--- config.mk ---
export PLATFORM = sky130hd
export DESIGN_NAME = three_way_value_partition
export DESIGN_NICKNAME = d
export VERILOG_FILES = /design/src/hw/rtl/tvp_pkg.sv /design/src/hw/rtl/tvp_seq.sv /design/src/hw/rtl/tvp_dp.sv /design/src/hw/rtl/three_way_value_partition.sv
export SDC_FILE = /design/constraint.sdc
export NUM_CORES = 2
export LEC_CHECK = 0
export BUFFER_PORTS_ARGS = -buffer_cell sky130_fd_sc_hd__buf_4
export CORE_MARGIN = 1.5
export CORE_UTILIZATION = 55
export CTS_BUF_LIST = sky130_fd_sc_hd__clkbuf_16
export DETAILED_ROUTE_END_ITERATION = 8
export PLACE_DENSITY = 0.72
export SYNTH_ARGS = -nofsm -noshare
export SYNTH_HDL_FRONTEND = slang
export SYNTH_HIERARCHICAL = 1
export SYNTH_SLANG_ARGS = --single-unit
--- constraint.sdc ---
create_clock -name clk -period 6.5 [get_ports clk]
set_clock_uncertainty 0.05 [all_clocks]
set_input_delay 1.625 -clock clk [delete_from_list [all_inputs] [get_ports clk]]
set_output_delay 1.625 -clock clk [all_outputs]
set_load 0.02 [all_outputs]
--- src/hw/rtl/tvp_pkg.sv ---
// Shared types, constants and the control program for the three-way value partition block.
package tvp_pkg;

  localparam int MAX_WORDS_DEF = 64;
  localparam int WORD_BITS_DEF = 32;
  localparam int DATA_BITS     = 32;
  localparam int EXT_BITS      = 64;
  localparam int STEP_BITS     = 4;

  typedef logic [STEP_BITS-1:0] step_t;

  localparam step_t S_LOAD   = step_t'(0);
  localparam step_t S_SCAN   = step_t'(1);
  localparam step_t S_CLASS  = step_t'(2);
  localparam step_t S_Z_RD   = step_t'(3);
  localparam step_t S_Z_MOVE = step_t'(4);
  localparam step_t S_Z_PUT  = step_t'(5);
  localparam step_t S_O_RD   = step_t'(6);
  localparam step_t S_O_MOVE = step_t'(7);
  localparam step_t S_O_PUT  = step_t'(8);
  localparam step_t S_E_RD   = step_t'(9);
  localparam step_t S_E_OUT  = step_t'(10);

  typedef enum logic [1:0] {RS_NONE, RS_SCAN, RS_ZB, RS_OB} rsel_t;
  typedef enum logic [1:0] {WR_NONE, WR_SCAN_RD, WR_ZB_TA, WR_OB_TB} wop_t;
  typedef enum logic [1:0] {LT_NONE, LT_BOTH, LT_TB} lat_t;
  typedef enum logic [2:0] {BR_NEXT, BR_GOTO, BR_LOAD, BR_SCAN_END, BR_CLASS, BR_EMIT} br_t;

  typedef struct packed {
    rsel_t rd_sel;
    wop_t  wr_op;
    lat_t  lat;
    logic  inc_scan;
    logic  inc_zb;
    logic  inc_ob;
    br_t   br;
    step_t target;
  } uword_t;

  typedef struct packed {
    logic  store;
    logic  clr_ptrs;
    logic  emit;
    logic  done;
    rsel_t rd_sel;
    wop_t  wr_op;
    lat_t  lat;
    logic  inc_scan;
    logic  inc_zb;
    logic  inc_ob;
  } ctl_t;

  typedef struct packed {
    logic scan_end;
    logic is_one;
    logic is_zero;
    logic emit_last;
    logic out_free;
  } stat_t;

  function automatic uword_t ucode(step_t s);
    uword_t w;
    w.rd_sel   = RS_NONE;
    w.wr_op    = WR_NONE;
    w.lat      = LT_NONE;
    w.inc_scan = 1'b0;
    w.inc_zb   = 1'b0;
    w.inc_ob   = 1'b0;
    w.br       = BR_NEXT;
    w.target   = S_LOAD;
    case (s)
      S_LOAD: begin
        w.br     = BR_LOAD;
        w.target = S_SCAN;
      end
      S_SCAN: begin
        w.rd_sel = RS_SCAN;
        w.br     = BR_SCAN_END;
        w.target = S_E_RD;
      end
      S_CLASS: begin
        w.lat    = LT_BOTH;
        w.br     = BR_CLASS;
        w.target = S_O_RD;
      end
      S_Z_RD: begin
        w.rd_sel = RS_ZB;
      end
      S_Z_MOVE: begin
        w.wr_op = WR_SCAN_RD;
        w.lat   = LT_TB;
      end
      S_Z_PUT: begin
        w.wr_op  = WR_ZB_TA;
        w.inc_zb = 1'b1;
      end
      S_O_RD: begin
        w.rd_sel = RS_OB;
      end
      S_O_MOVE: begin
        w.wr_op = WR_SCAN_RD;
      end
      S_O_PUT: begin
        w.wr_op    = WR_OB_TB;
        w.inc_ob   = 1'b1;
        w.inc_scan = 1'b1;
        w.br       = BR_GOTO;
        w.target   = S_SCAN;
      end
      S_E_RD: begin
        w.rd_sel = RS_SCAN;
      end
      S_E_OUT: begin
        w.br     = BR_EMIT;
        w.target = S_LOAD;
      end
      default: begin
        w.br     = BR_GOTO;
        w.target = S_LOAD;
      end
    endcase
    return w;
  endfunction

endpackage

--- src/hw/rtl/tvp_seq.sv ---
// Microcode sequencer: step counter, control store lookup and branch resolution.
module tvp_seq (
  input  logic          clk,
  input  logic          rst_n,
  input  logic          in_valid,
  input  logic          in_last,
  input  tvp_pkg::stat_t stat,
  output logic          in_ready,
  output tvp_pkg::ctl_t ctl
);
  import tvp_pkg::*;

  step_t  step_r;
  step_t  step_nxt;
  uword_t uw;

  always_comb begin
    uw           = ucode(step_r);
    ctl.store    = 1'b0;
    ctl.clr_ptrs = 1'b0;
    ctl.emit     = 1'b0;
    ctl.done     = 1'b0;
    ctl.rd_sel   = uw.rd_sel;
    ctl.wr_op    = uw.wr_op;
    ctl.lat      = uw.lat;
    ctl.inc_scan = uw.inc_scan;
    ctl.inc_zb   = uw.inc_zb;
    ctl.inc_ob   = uw.inc_ob;
    in_ready     = 1'b0;
    step_nxt     = step_r + step_t'(1);
    unique case (uw.br)
      BR_NEXT: begin
      end
      BR_GOTO: begin
        step_nxt = uw.target;
      end
      BR_LOAD: begin
        in_ready = 1'b1;
        step_nxt = step_r;
        if (in_valid) begin
          ctl.store = 1'b1;
          if (in_last) begin
            ctl.clr_ptrs = 1'b1;
            step_nxt     = uw.target;
          end
        end
      end
      BR_SCAN_END: begin
        if (stat.scan_end) begin
          ctl.rd_sel   = RS_NONE;
          ctl.clr_ptrs = 1'b1;
          step_nxt     = uw.target;
        end
      end
      BR_CLASS: begin
        if (stat.is_one) begin
          step_nxt = uw.target;
        end else if (!stat.is_zero) begin
          ctl.inc_scan = 1'b1;
          step_nxt     = S_SCAN;
        end
      end
      BR_EMIT: begin
        step_nxt = step_r;
        if (stat.out_free) begin
          ctl.emit     = 1'b1;
          ctl.inc_scan = 1'b1;
          if (stat.emit_last) begin
            ctl.done = 1'b1;
            step_nxt = uw.target;
          end else begin
            step_nxt = S_E_RD;
          end
        end
      end
      default: begin
        step_nxt = S_LOAD;
      end
    endcase
  end

  always_ff @(posedge clk) begin
    if (!rst_n) begin
      step_r <= S_LOAD;
    end else begin
      step_r <= step_nxt;
    end
  end

endmodule

--- src/hw/rtl/tvp_dp.sv ---
// Datapath: list buffer memory, scan and boundary pointers, swap temporaries and output register.
module tvp_dp #(
  parameter int MAX_WORDS = tvp_pkg::MAX_WORDS_DEF,
  parameter int WORD_BITS = tvp_pkg::WORD_BITS_DEF
) (
  input  logic                         clk,
  input  logic                         rst_n,
  input  tvp_pkg::ctl_t                ctl,
  input  logic [tvp_pkg::DATA_BITS-1:0] in_data,
  output tvp_pkg::stat_t               stat,
  input  logic                         out_ready,
  output logic                         out_valid,
  output logic [tvp_pkg::DATA_BITS-1:0] out_data,
  output logic                         out_last,
  output logic                         out_user
);
  import tvp_pkg::*;

  localparam int AW = (MAX_WORDS > 1) ? $clog2(MAX_WORDS) : 1;
  localparam int CW = $clog2(MAX_WORDS + 1);

  logic [WORD_BITS-1:0] list_buf_r [MAX_WORDS];
  logic [WORD_BITS-1:0] rdata_r;
  logic [WORD_BITS-1:0] ta_r;
  logic [WORD_BITS-1:0] tb_r;
  logic [CW-1:0]        cnt_r, cnt_nxt;
  logic [CW-1:0]        scan_r, scan_nxt;
  logic [CW-1:0]        zb_r, zb_nxt;
  logic [CW-1:0]        ob_r, ob_nxt;
  logic                 dropped_r, dropped_nxt;
  logic                 out_valid_r;
  logic [DATA_BITS-1:0] out_data_r;
  logic                 out_last_r;
  logic                 out_user_r;

  logic signed [EXT_BITS-1:0] ext_in;
  logic signed [EXT_BITS-1:0] ext_out;
  logic [WORD_BITS-1:0]       in_word;
  logic                       full;
  logic                       rd_en;
  logic [AW-1:0]              rd_addr;
  logic                       we;
  logic [AW-1:0]              wr_addr;
  logic [WORD_BITS-1:0]       wdata;

  assign ext_in  = EXT_BITS'(signed'(in_data));
  assign in_word = ext_in[WORD_BITS-1:0];
  assign ext_out = EXT_BITS'(signed'(rdata_r));
  assign full    = (cnt_r >= CW'(MAX_WORDS));

  always_comb begin
    rd_en   = 1'b1;
    rd_addr = '0;
    unique case (ctl.rd_sel)
      RS_SCAN: rd_addr = scan_r[AW-1:0];
      RS_ZB:   rd_addr = zb_r[AW-1:0];
      RS_OB:   rd_addr = ob_r[AW-1:0];
      default: rd_en   = 1'b0;
    endcase
  end

  always_comb begin
    we      = 1'b0;
    wr_addr = '0;
    wdata   = in_word;
    if (ctl.store) begin
      we      = !full;
      wr_addr = cnt_r[AW-1:0];
    end else begin
      unique case (ctl.wr_op)
        WR_SCAN_RD: begin
          we      = 1'b1;
          wr_addr = scan_r[AW-1:0];
          wdata   = rdata_r;
        end
        WR_ZB_TA: begin
          we      = 1'b1;
          wr_addr = zb_r[AW-1:0];
          wdata   = ta_r;
        end
        WR_OB_TB: begin
          we      = 1'b1;
          wr_addr = ob_r[AW-1:0];
          wdata   = tb_r;
        end
        default: we = 1'b0;
      endcase
    end
  end

  always_ff @(posedge clk) begin
    if (we) begin
      list_buf_r[wr_addr] <= wdata;
    end
    if (rd_en) begin
      rdata_r <= list_buf_r[rd_addr];
    end
  end

  always_comb begin
    scan_nxt    = scan_r;
    zb_nxt      = zb_r;
    ob_nxt      = ob_r;
    cnt_nxt     = cnt_r;
    dropped_nxt = dropped_r;
    if (ctl.clr_ptrs) begin
      scan_nxt = '0;
      zb_nxt   = '0;
      ob_nxt   = '0;
    end else begin
      if (ctl.inc_scan) scan_nxt = scan_r + CW'(1);
      if (ctl.inc_zb)   zb_nxt   = zb_r + CW'(1);
      if (ctl.inc_ob)   ob_nxt   = ob_r + CW'(1);
    end
    if (ctl.done) begin
      cnt_nxt     = '0;
      dropped_nxt = 1'b0;
    end else if (ctl.store) begin
      if (full) begin
        dropped_nxt = 1'b1;
      end else begin
        cnt_nxt = cnt_r + CW'(1);
      end
    end
  end

  always_ff @(posedge clk) begin
    if (!rst_n) begin
      scan_r      <= '0;
      zb_r        <= '0;
      ob_r        <= '0;
      cnt_r       <= '0;
      dropped_r   <= 1'b0;
      out_valid_r <= 1'b0;
    end else begin
      scan_r    <= scan_nxt;
      zb_r      <= zb_nxt;
      ob_r      <= ob_nxt;
      cnt_r     <= cnt_nxt;
      dropped_r <= dropped_nxt;
      if (ctl.emit) begin
        out_valid_r <= 1'b1;
      end else if (out_ready) begin
        out_valid_r <= 1'b0;
      end
    end
  end

  always_ff @(posedge clk) begin
    if (ctl.lat == LT_BOTH) begin
      ta_r <= rdata_r;
    end
    if (ctl.lat == LT_BOTH || ctl.lat == LT_TB) begin
      tb_r <= rdata_r;
    end
    if (ctl.emit) begin
      out_data_r <= ext_out[DATA_BITS-1:0];
      out_last_r <= stat.emit_last;
      out_user_r <= dropped_r;
    end
  end

  assign stat.scan_end  = (scan_r == cnt_r);
  assign stat.is_one    = (rdata_r == WORD_BITS'(1));
  assign stat.is_zero   = (rdata_r == '0);
  assign stat.emit_last = (({1'b0, scan_r} + (CW + 1)'(1)) == {1'b0, cnt_r});
  assign stat.out_free  = !out_valid_r || out_ready;

  assign out_valid = out_valid_r;
  assign out_data  = out_data_r;
  assign out_last  = out_last_r;
  assign out_user  = out_user_r;

endmodule

--- src/hw/rtl/three_way_value_partition.sv ---
// Top level of the three-way value partition block: sequencer and datapath.
//
//   Channel | Dir | tdata                 | tlast        | tuser
//   in_     | in  | element_value [31:0]  | is_last      | -
//   out_    | out | result_value [31:0]   | result_last  | overflowed
//
// Loading accepts one beat per cycle. The partition scan runs on the list buffer: a word that
// stays is read and classified; a 1 is also swapped with the word at the one boundary; a 0 is
// rotated through the zero and one boundaries. Output reads and emits each word, waiting while out_ stalls.
// Reset is synchronous and active low and empties the list; the buffer itself is not cleared.
// The input channel is ready only while a list is being loaded.
module three_way_value_partition #(
  parameter int MAX_WORDS = tvp_pkg::MAX_WORDS_DEF,
  parameter int WORD_BITS = tvp_pkg::WORD_BITS_DEF
) (
  input  logic                          clk,
  input  logic                          rst_n,
  input  logic                          in_tvalid,
  output logic                          in_tready,
  input  logic [tvp_pkg::DATA_BITS-1:0] in_tdata,   // [31:0] element_value
  input  logic                          in_tlast,
  output logic                          out_tvalid,
  input  logic                          out_tready,
  output logic [tvp_pkg::DATA_BITS-1:0] out_tdata,  // [31:0] result_value
  output logic                          out_tlast,
  output logic                          out_tuser   // [0] overflowed
);
  import tvp_pkg::*;

  ctl_t  ctl;
  stat_t stat;

  tvp_seq u_seq (
    .clk      (clk),
    .rst_n    (rst_n),
    .in_valid (in_tvalid),
    .in_last  (in_tlast),
    .stat     (stat),
    .in_ready (in_tready),
    .ctl      (ctl)
  );

  tvp_dp #(
    .MAX_WORDS (MAX_WORDS),
    .WORD_BITS (WORD_BITS)
  ) u_dp (
    .clk       (clk),
    .rst_n     (rst_n),
    .ctl       (ctl),
    .in_data   (in_tdata),
    .stat      (stat),
    .out_ready (out_tready),
    .out_valid (out_tvalid),
    .out_data  (out_tdata),
    .out_last  (out_tlast),
    .out_user  (out_tuser)
  );

endmodule
# Yosys cells after proc, flatten, opt, wreduce, memory -nomap -nowiden
# Memory sizes are Yosys's and may differ from the RTL's. A register that Yosys moved wholly into a read port is not among the register bits.
# Index checks and enable logic that the tools add are counted.
[word_totals] ff_bits=132 in_bits=37 n_memories=1 ram_bits=2048
[mem_list] memory="u_dp.list_buf_r" words=64 word_bits=32 rd=1 rd_ports_with_merged_regs=1 write_ports=1 line_no="tvp_dp.sv:22" source="logic [WORD_BITS-1:0] list_buf_r [MAX_WORDS];"
[classes] add_sub_neg=6 n_reduce_logical=18 eq_ne=29 mux=41 bitwise=2 magnitude_cmp=1
[ops] cell="$pmux 32 s3" n=1
[ops] cell="$pmux 7 s6" n=1
[ops] cell="$pmux 6 s3" n=2
[ops] cell="$eq 32x1->1 const B" n=1
[ops] cell="$logic_not 32->1" n=1
[ops] cell="$mux 32" n=1
[ops] cell="$add 7x1->7 const B" n=4
[ops] cell="$mux 4" n=7
[ops] cell="$pmux 4 s6" n=1
[ops] cell="$mux 1" n=17
[ops] cell="$eq 4x3->1 const B" n=4
[ops] cell="$eq 4x4->1 const B" n=3
[ops] cell="$pmux 2 s3" n=2
[ops] cell="$eq 2x2->1 const B" n=5
[ops] cell="$mux 2" n=5
[ops] cell="$add 7x1->8 const B" n=1
[ops] cell="$eq 4x2->1 const B" n=2
[ops] cell="$eq 8x7->1" n=1
[ops] cell="$reduce_or 2->1" n=4
[ops] cell="$eq 7x7->1" n=1
[ops] cell="$ge 7x7->1 const B" n=1
[ops] cell="$eq 2x1->1 const B" n=3
[ops] cell="$eq 3x2->1 const B" n=2
[ops] cell="$eq 3x3->1 const B" n=2
[ops] cell="other kinds (17)" n=25

# Logic depth before layout (Yosys ltp)
[depth] word_depth=9 ltp_mapped=21 mapped_depth_nobuf=13

# By module
# Netlist, hierarchy kept.
[modules_own_cells] mod="tvp_dp" area_per_inst_um2=85849.8 n_inst=1 cells_each=5110
[modules_own_cells] mod="tvp_seq" area_per_inst_um2=661.9 n_inst=1 cells_each=89

# Least setup slack after synthesis
# OpenSTA, ideal clock, no wires.
[synth_path] path_type="input to register" startpoint="input port in_tvalid" endpoint="memory u_dp/list_buf_r[0][0] (netlist bit) (data pin)" setup_time_ns=0.702 t_arrival_ns=5.303 setup_slack_ns=0.445 cell_stages=7 cell_sequence="and3_2 clkbuf_1 clkbuf_1 nor2b_1 clkbuf_1 a21oi_1 o21ai_0"
[synth_between] elab_chain_cells=3
[synth_lines] element="from (decl)" line_no="three_way_value_partition.sv:18" source="input logic in_tvalid,"
[synth_lines] element="$mux 2" line_no="tvp_seq.sv:40" source="if (in_valid) begin"
[synth_lines] element="$mux 1" line_no="tvp_seq.sv:31" source="unique case (uw.br)"
[synth_lines] element="$mux 32" line_no="tvp_dp.sv:66" source="if (ctl.store) begin"
[synth_lines] element="net u_dp.wdata[0]" line_no="tvp_dp.sv:44" source="logic [WORD_BITS-1:0] wdata;"
[synth_lines] element="to (decl)" line_no="tvp_dp.sv:22"
# The timed path passes the listed nets, and every way through them passes these cells.

==> out/qor.csv <==
metric,value,unit
met3RoutedLength,34000,um
synth_fp_nets,5245,
critPathLaunchType,flop,
crit_path_start,u_dp/scan_r[3]$_SDFFE_PP0P_,
rsz0062_at_grt,no,
grt_max_degree,106,
fp.dieArea,0.160,sq mm
cts_max_level,4,
synthArstFlopShare,0,%
areaGrowthSynthToFinish,13.3,%
r2r-end,u_dp/rdata_r[15]$_DFFE_PP_,
die_w,400,um
fmax,164,MHz
r2r-start,u_dp/scan_r[3]$_SDFFE_PP0P_,
hold_path_class,reg -> reg,
cp_top_family,compound AO/OA/AOI/OAI gates,
final-hold-violation-count,0,
syn_area,0.0865,sq mm
start_util,55.4,%
drive_gt1_share,18.1,%
final_nets,5464,
status,finished clean,
ys_types,76,
detail-route-antenna-nets,0,
hold_start,u_dp/dropped_r$_SDFFE_PP0P_,
p_leak,32.0,nW
wire_per_inst,32.1,um
drtIter0Drc,8074,
seq_area_frac_synth,76.3,%
grt_pass1_wl,349000,um
num_vias,50900,
critPathBufInv,4,
setup_viol,0,
cpMaxStageDelayCell,o41ai_1,
cp.arrival,6.61,ns
drc,0,
worstRegToRegCells,16,
route.met2.wl,112000,um
r2r_slack,0.42,ns
grt_pass1_vias,48600,
dp_hpwl,142000,um
synth-seq-cells,2210,
drv_slew,0,
critPathCaptureType,flop,
slew_headroom,4.72,%
peakVddDrop,0.307,mV
critPathMaxStageDelay,0.68,ns
fp-row-count,145,
path_class,reg -> reg,
crit_top_cell,buf_4,
critPathRequiredTime,7.03,ns
fin_tns_setup,0,ns
clockRootBuffer,clkbuf_16,
drt-met1-wl,86400,um
cts_sinks,2210,
io_pins,73,
cts_tree,done,
grt_overflow,0,
cts.path.max_buffers,3,
cts_made_buffers,205,
cp_num_cells,16,
clk_pin_slew_worst_paths,0.06,ns
routed_wl,246000,um
gp_congestion,0.921,
crit_end,u_dp/rdata_r[15]$_DFFE_PP_,
worst_slew_pin_slew,1.42,ns
fin_hold_ws,0.401,ns
min_period,6.08,ns
postCtsSetupBuffers,0,
path_cells,"xnor2_1, nand4_1, nor2_1, inv_1, o32ai_1, a21oi_1, and3b_1, a21oi_4, buf_12, buf_4, mux2i_1, a211oi_1, o41ai_1, o221ai_1, buf_4, or3_1",
postSynthCellCount,5199,
coreArea,0.156,sq mm
antenna_found_initial,19,
period_share,93.6,%
die_h,400,um
power_density,360,mW/mm^2
routed.top_layer,met5,
drtPass1Iterations,8,
cts_resized,0,
grt.total_usage,30.9,%
hold_buffers,0,
postPlaceCellArea,0.0913,sq mm
yosys_most_used_dff,edfxtp_1,
synth_edf_count,2178,
drv_cap,0,
avgViaCountPerCell,6.64,
avgSynthCellArea,16.6,sq um
ys_warn_count,6,
port_buffers,72,
final_cell_area,0.0980,sq mm
clock_latency,0.86,ns
path_max_fanout,21,
-- layout make-up --
type                       count  area, sq um
fill                       10500        58200
inverter                      17         63.8
sequential                  2210        66000
antenna                       18         45.0
timing repair buffer         317         2890
clock inverter               161         1400
clock buffer                 209         5230
multi-input combinational   2667        19800
tap                         2058         2570
-- worst register-to-register path: cells and delay by family, from the launching register on --
family | cells | cell delay (ns)
mux | 1 | 0.31
buf+inv | 4 | 1.04
xor+xnor | 1 | 0.21
simple gates | 4 | 1.36
compound gates | 6 | 2.35
flops | 1 | 0.50
-- how the worst min path moves through the flow --
stage,cells after the start,slack [ns],endpoint
after floorplan,0,0.36,u_dp/out_user$_DFFE_PP_
after global placement,0,0.39,u_dp/out_user$_DFFE_PP_
after detailed placement,0,0.39,u_dp/out_user$_DFFE_PP_
after CTS,0,0.40,u_dp/out_user$_DFFE_PP_
after global routing,0,0.41,u_dp/out_user$_DFFE_PP_
final,0,0.40,u_dp/out_user$_DFFE_PP_
-- cells in the mapped netlist (4+ instances only) --
| master | n | area (sq um) |
|---|---|---|
| a211oi_1 | 19 | 143 |
| a21o_1 | 4 | 30.0 |
| a21oi_1 | 121 | 606 |
| a221o_1 | 6 | 60.1 |
| a221oi_1 | 20 | 175 |
| a22o_1 | 4 | 35.0 |
| a22oi_1 | 158 | 1190 |
| a31oi_1 | 67 | 419 |
| a32o_1 | 6 | 60.1 |
| a32oi_1 | 26 | 228 |
| a41oi_1 | 4 | 35.0 |
| and3_1 | 15 | 93.8 |
| and4_1 | 14 | 123 |
| buf_1 | 33 | 124 |
| buf_2 | 98 | 490 |
| buf_4 | 30 | 225 |
| buf_6 | 17 | 191 |
| clkbuf_1 | 123 | 462 |
| dfxtp_1 | 32 | 641 |
| edfxtp_1 | 2178 | 65400 |
| ha_1 | 9 | 113 |
| inv_1 | 16 | 60.1 |
| mux2_2 | 41 | 462 |
| mux2i_1 | 146 | 1460 |
| mux4_2 | 240 | 5410 |
| nand2_1 | 835 | 3130 |
| nand2b_1 | 9 | 56.3 |
| nand3_1 | 451 | 2260 |
| nand4_1 | 43 | 269 |
| nor2_1 | 145 | 544 |
| nor2b_1 | 55 | 344 |
| nor3_1 | 21 | 105 |
| nor4_1 | 20 | 125 |
| o211ai_1 | 6 | 45.0 |
| o21a_1 | 4 | 30.0 |
| o21ai_0 | 53 | 265 |
| o221ai_1 | 9 | 78.8 |
| o22ai_1 | 16 | 100 |
| o41ai_1 | 4 | 35.0 |
| or3_1 | 10 | 62.6 |
| or4_1 | 9 | 67.6 |
| xnor2_1 | 13 | 114 |
| xor2_1 | 14 | 123 |
-- sequential cells by signal, indices dropped and copies added, names as in the netlist, 4 cells and up --
name             count
u_dp/cnt_r           7
u_dp/list_buf_r   2048
u_dp/ob_r            6
u_dp/out_data       32
u_dp/rdata_r        32
u_dp/scan_r          7
u_dp/ta_r           32
u_dp/tb_r           32
u_dp/zb_r            6
u_seq/step_r         4
-- metrics by stage --
stage / util (%) / total power [mW] / std cells / setup slack, ns
after global routing: 62.7 / 36.1 / 7656 / 0.244
after floorplan: - / 21.1 / 5199 / 0.445
after CTS: 62.7 / 35.2 / 7639 / 0.576
after global placement: 58.5 / 23.4 / 7268 / 0.764
after detailed placement: 58.5 / 23.6 / 7269 / 0.640
final: 62.7 / 35.3 / 7657 / 0.417
-- cell usage in the layout (no fill, tap or decap), types with 15 or more instances in the layout --
cell type / instances
a211oi_1: 19
a21oi_1: 121
a221oi_1: 20
a22oi_1: 158
a31oi_1: 67
a32oi_1: 26
and3_1: 15
buf_12: 41
buf_4: 276
bufinv_16: 23
clkbuf_16: 209
clkinv_1: 44
clkinv_2: 28
dfxtp_1: 32
diode_2: 18
edfxtp_1: 2178
inv_1: 67
mux2_2: 41
mux2i_1: 146
mux4_2: 240
nand2_1: 833
nand3_1: 451
nand4_1: 43
nor2_1: 72
nor2_4: 71
nor2b_1: 53
nor3_1: 20
nor4_1: 20
o21ai_0: 21
o21ai_4: 32
o22ai_1: 16
-- layer usage --
| metal | track usage [%] | vias to the layer above |
|---|---|---|
| met5 | 0 | - |
| met4 | 15.6 | 18 |
| met3 | 8.04 | 623 |
| met2 | 46.7 | 3699 |
| met1 | 41.9 | 25700 |
| li1 | - | 20800 |
-- cells by family after synthesis --
| family | Yosys count | share of synthesized area, % |
|---|---|---|
| buf+inv | 322 | 1.88 |
| mux | 428 | 8.49 |
| compound gates | 553 | 4.36 |
| fa+ha+maj | 9 | 0.130 |
| simple gates | 1650 | 8.52 |
| xor+xnor | 27 | 0.273 |
| flops | 2210 | 76.3 |
-- power breakdown --
part	internal [mW]	switching [mW]
clock network	6.71	5.17
registers	18.2	0.288
logic	0.958	4.04
total	25.8	9.50
(Power assumes the default switching activity.)
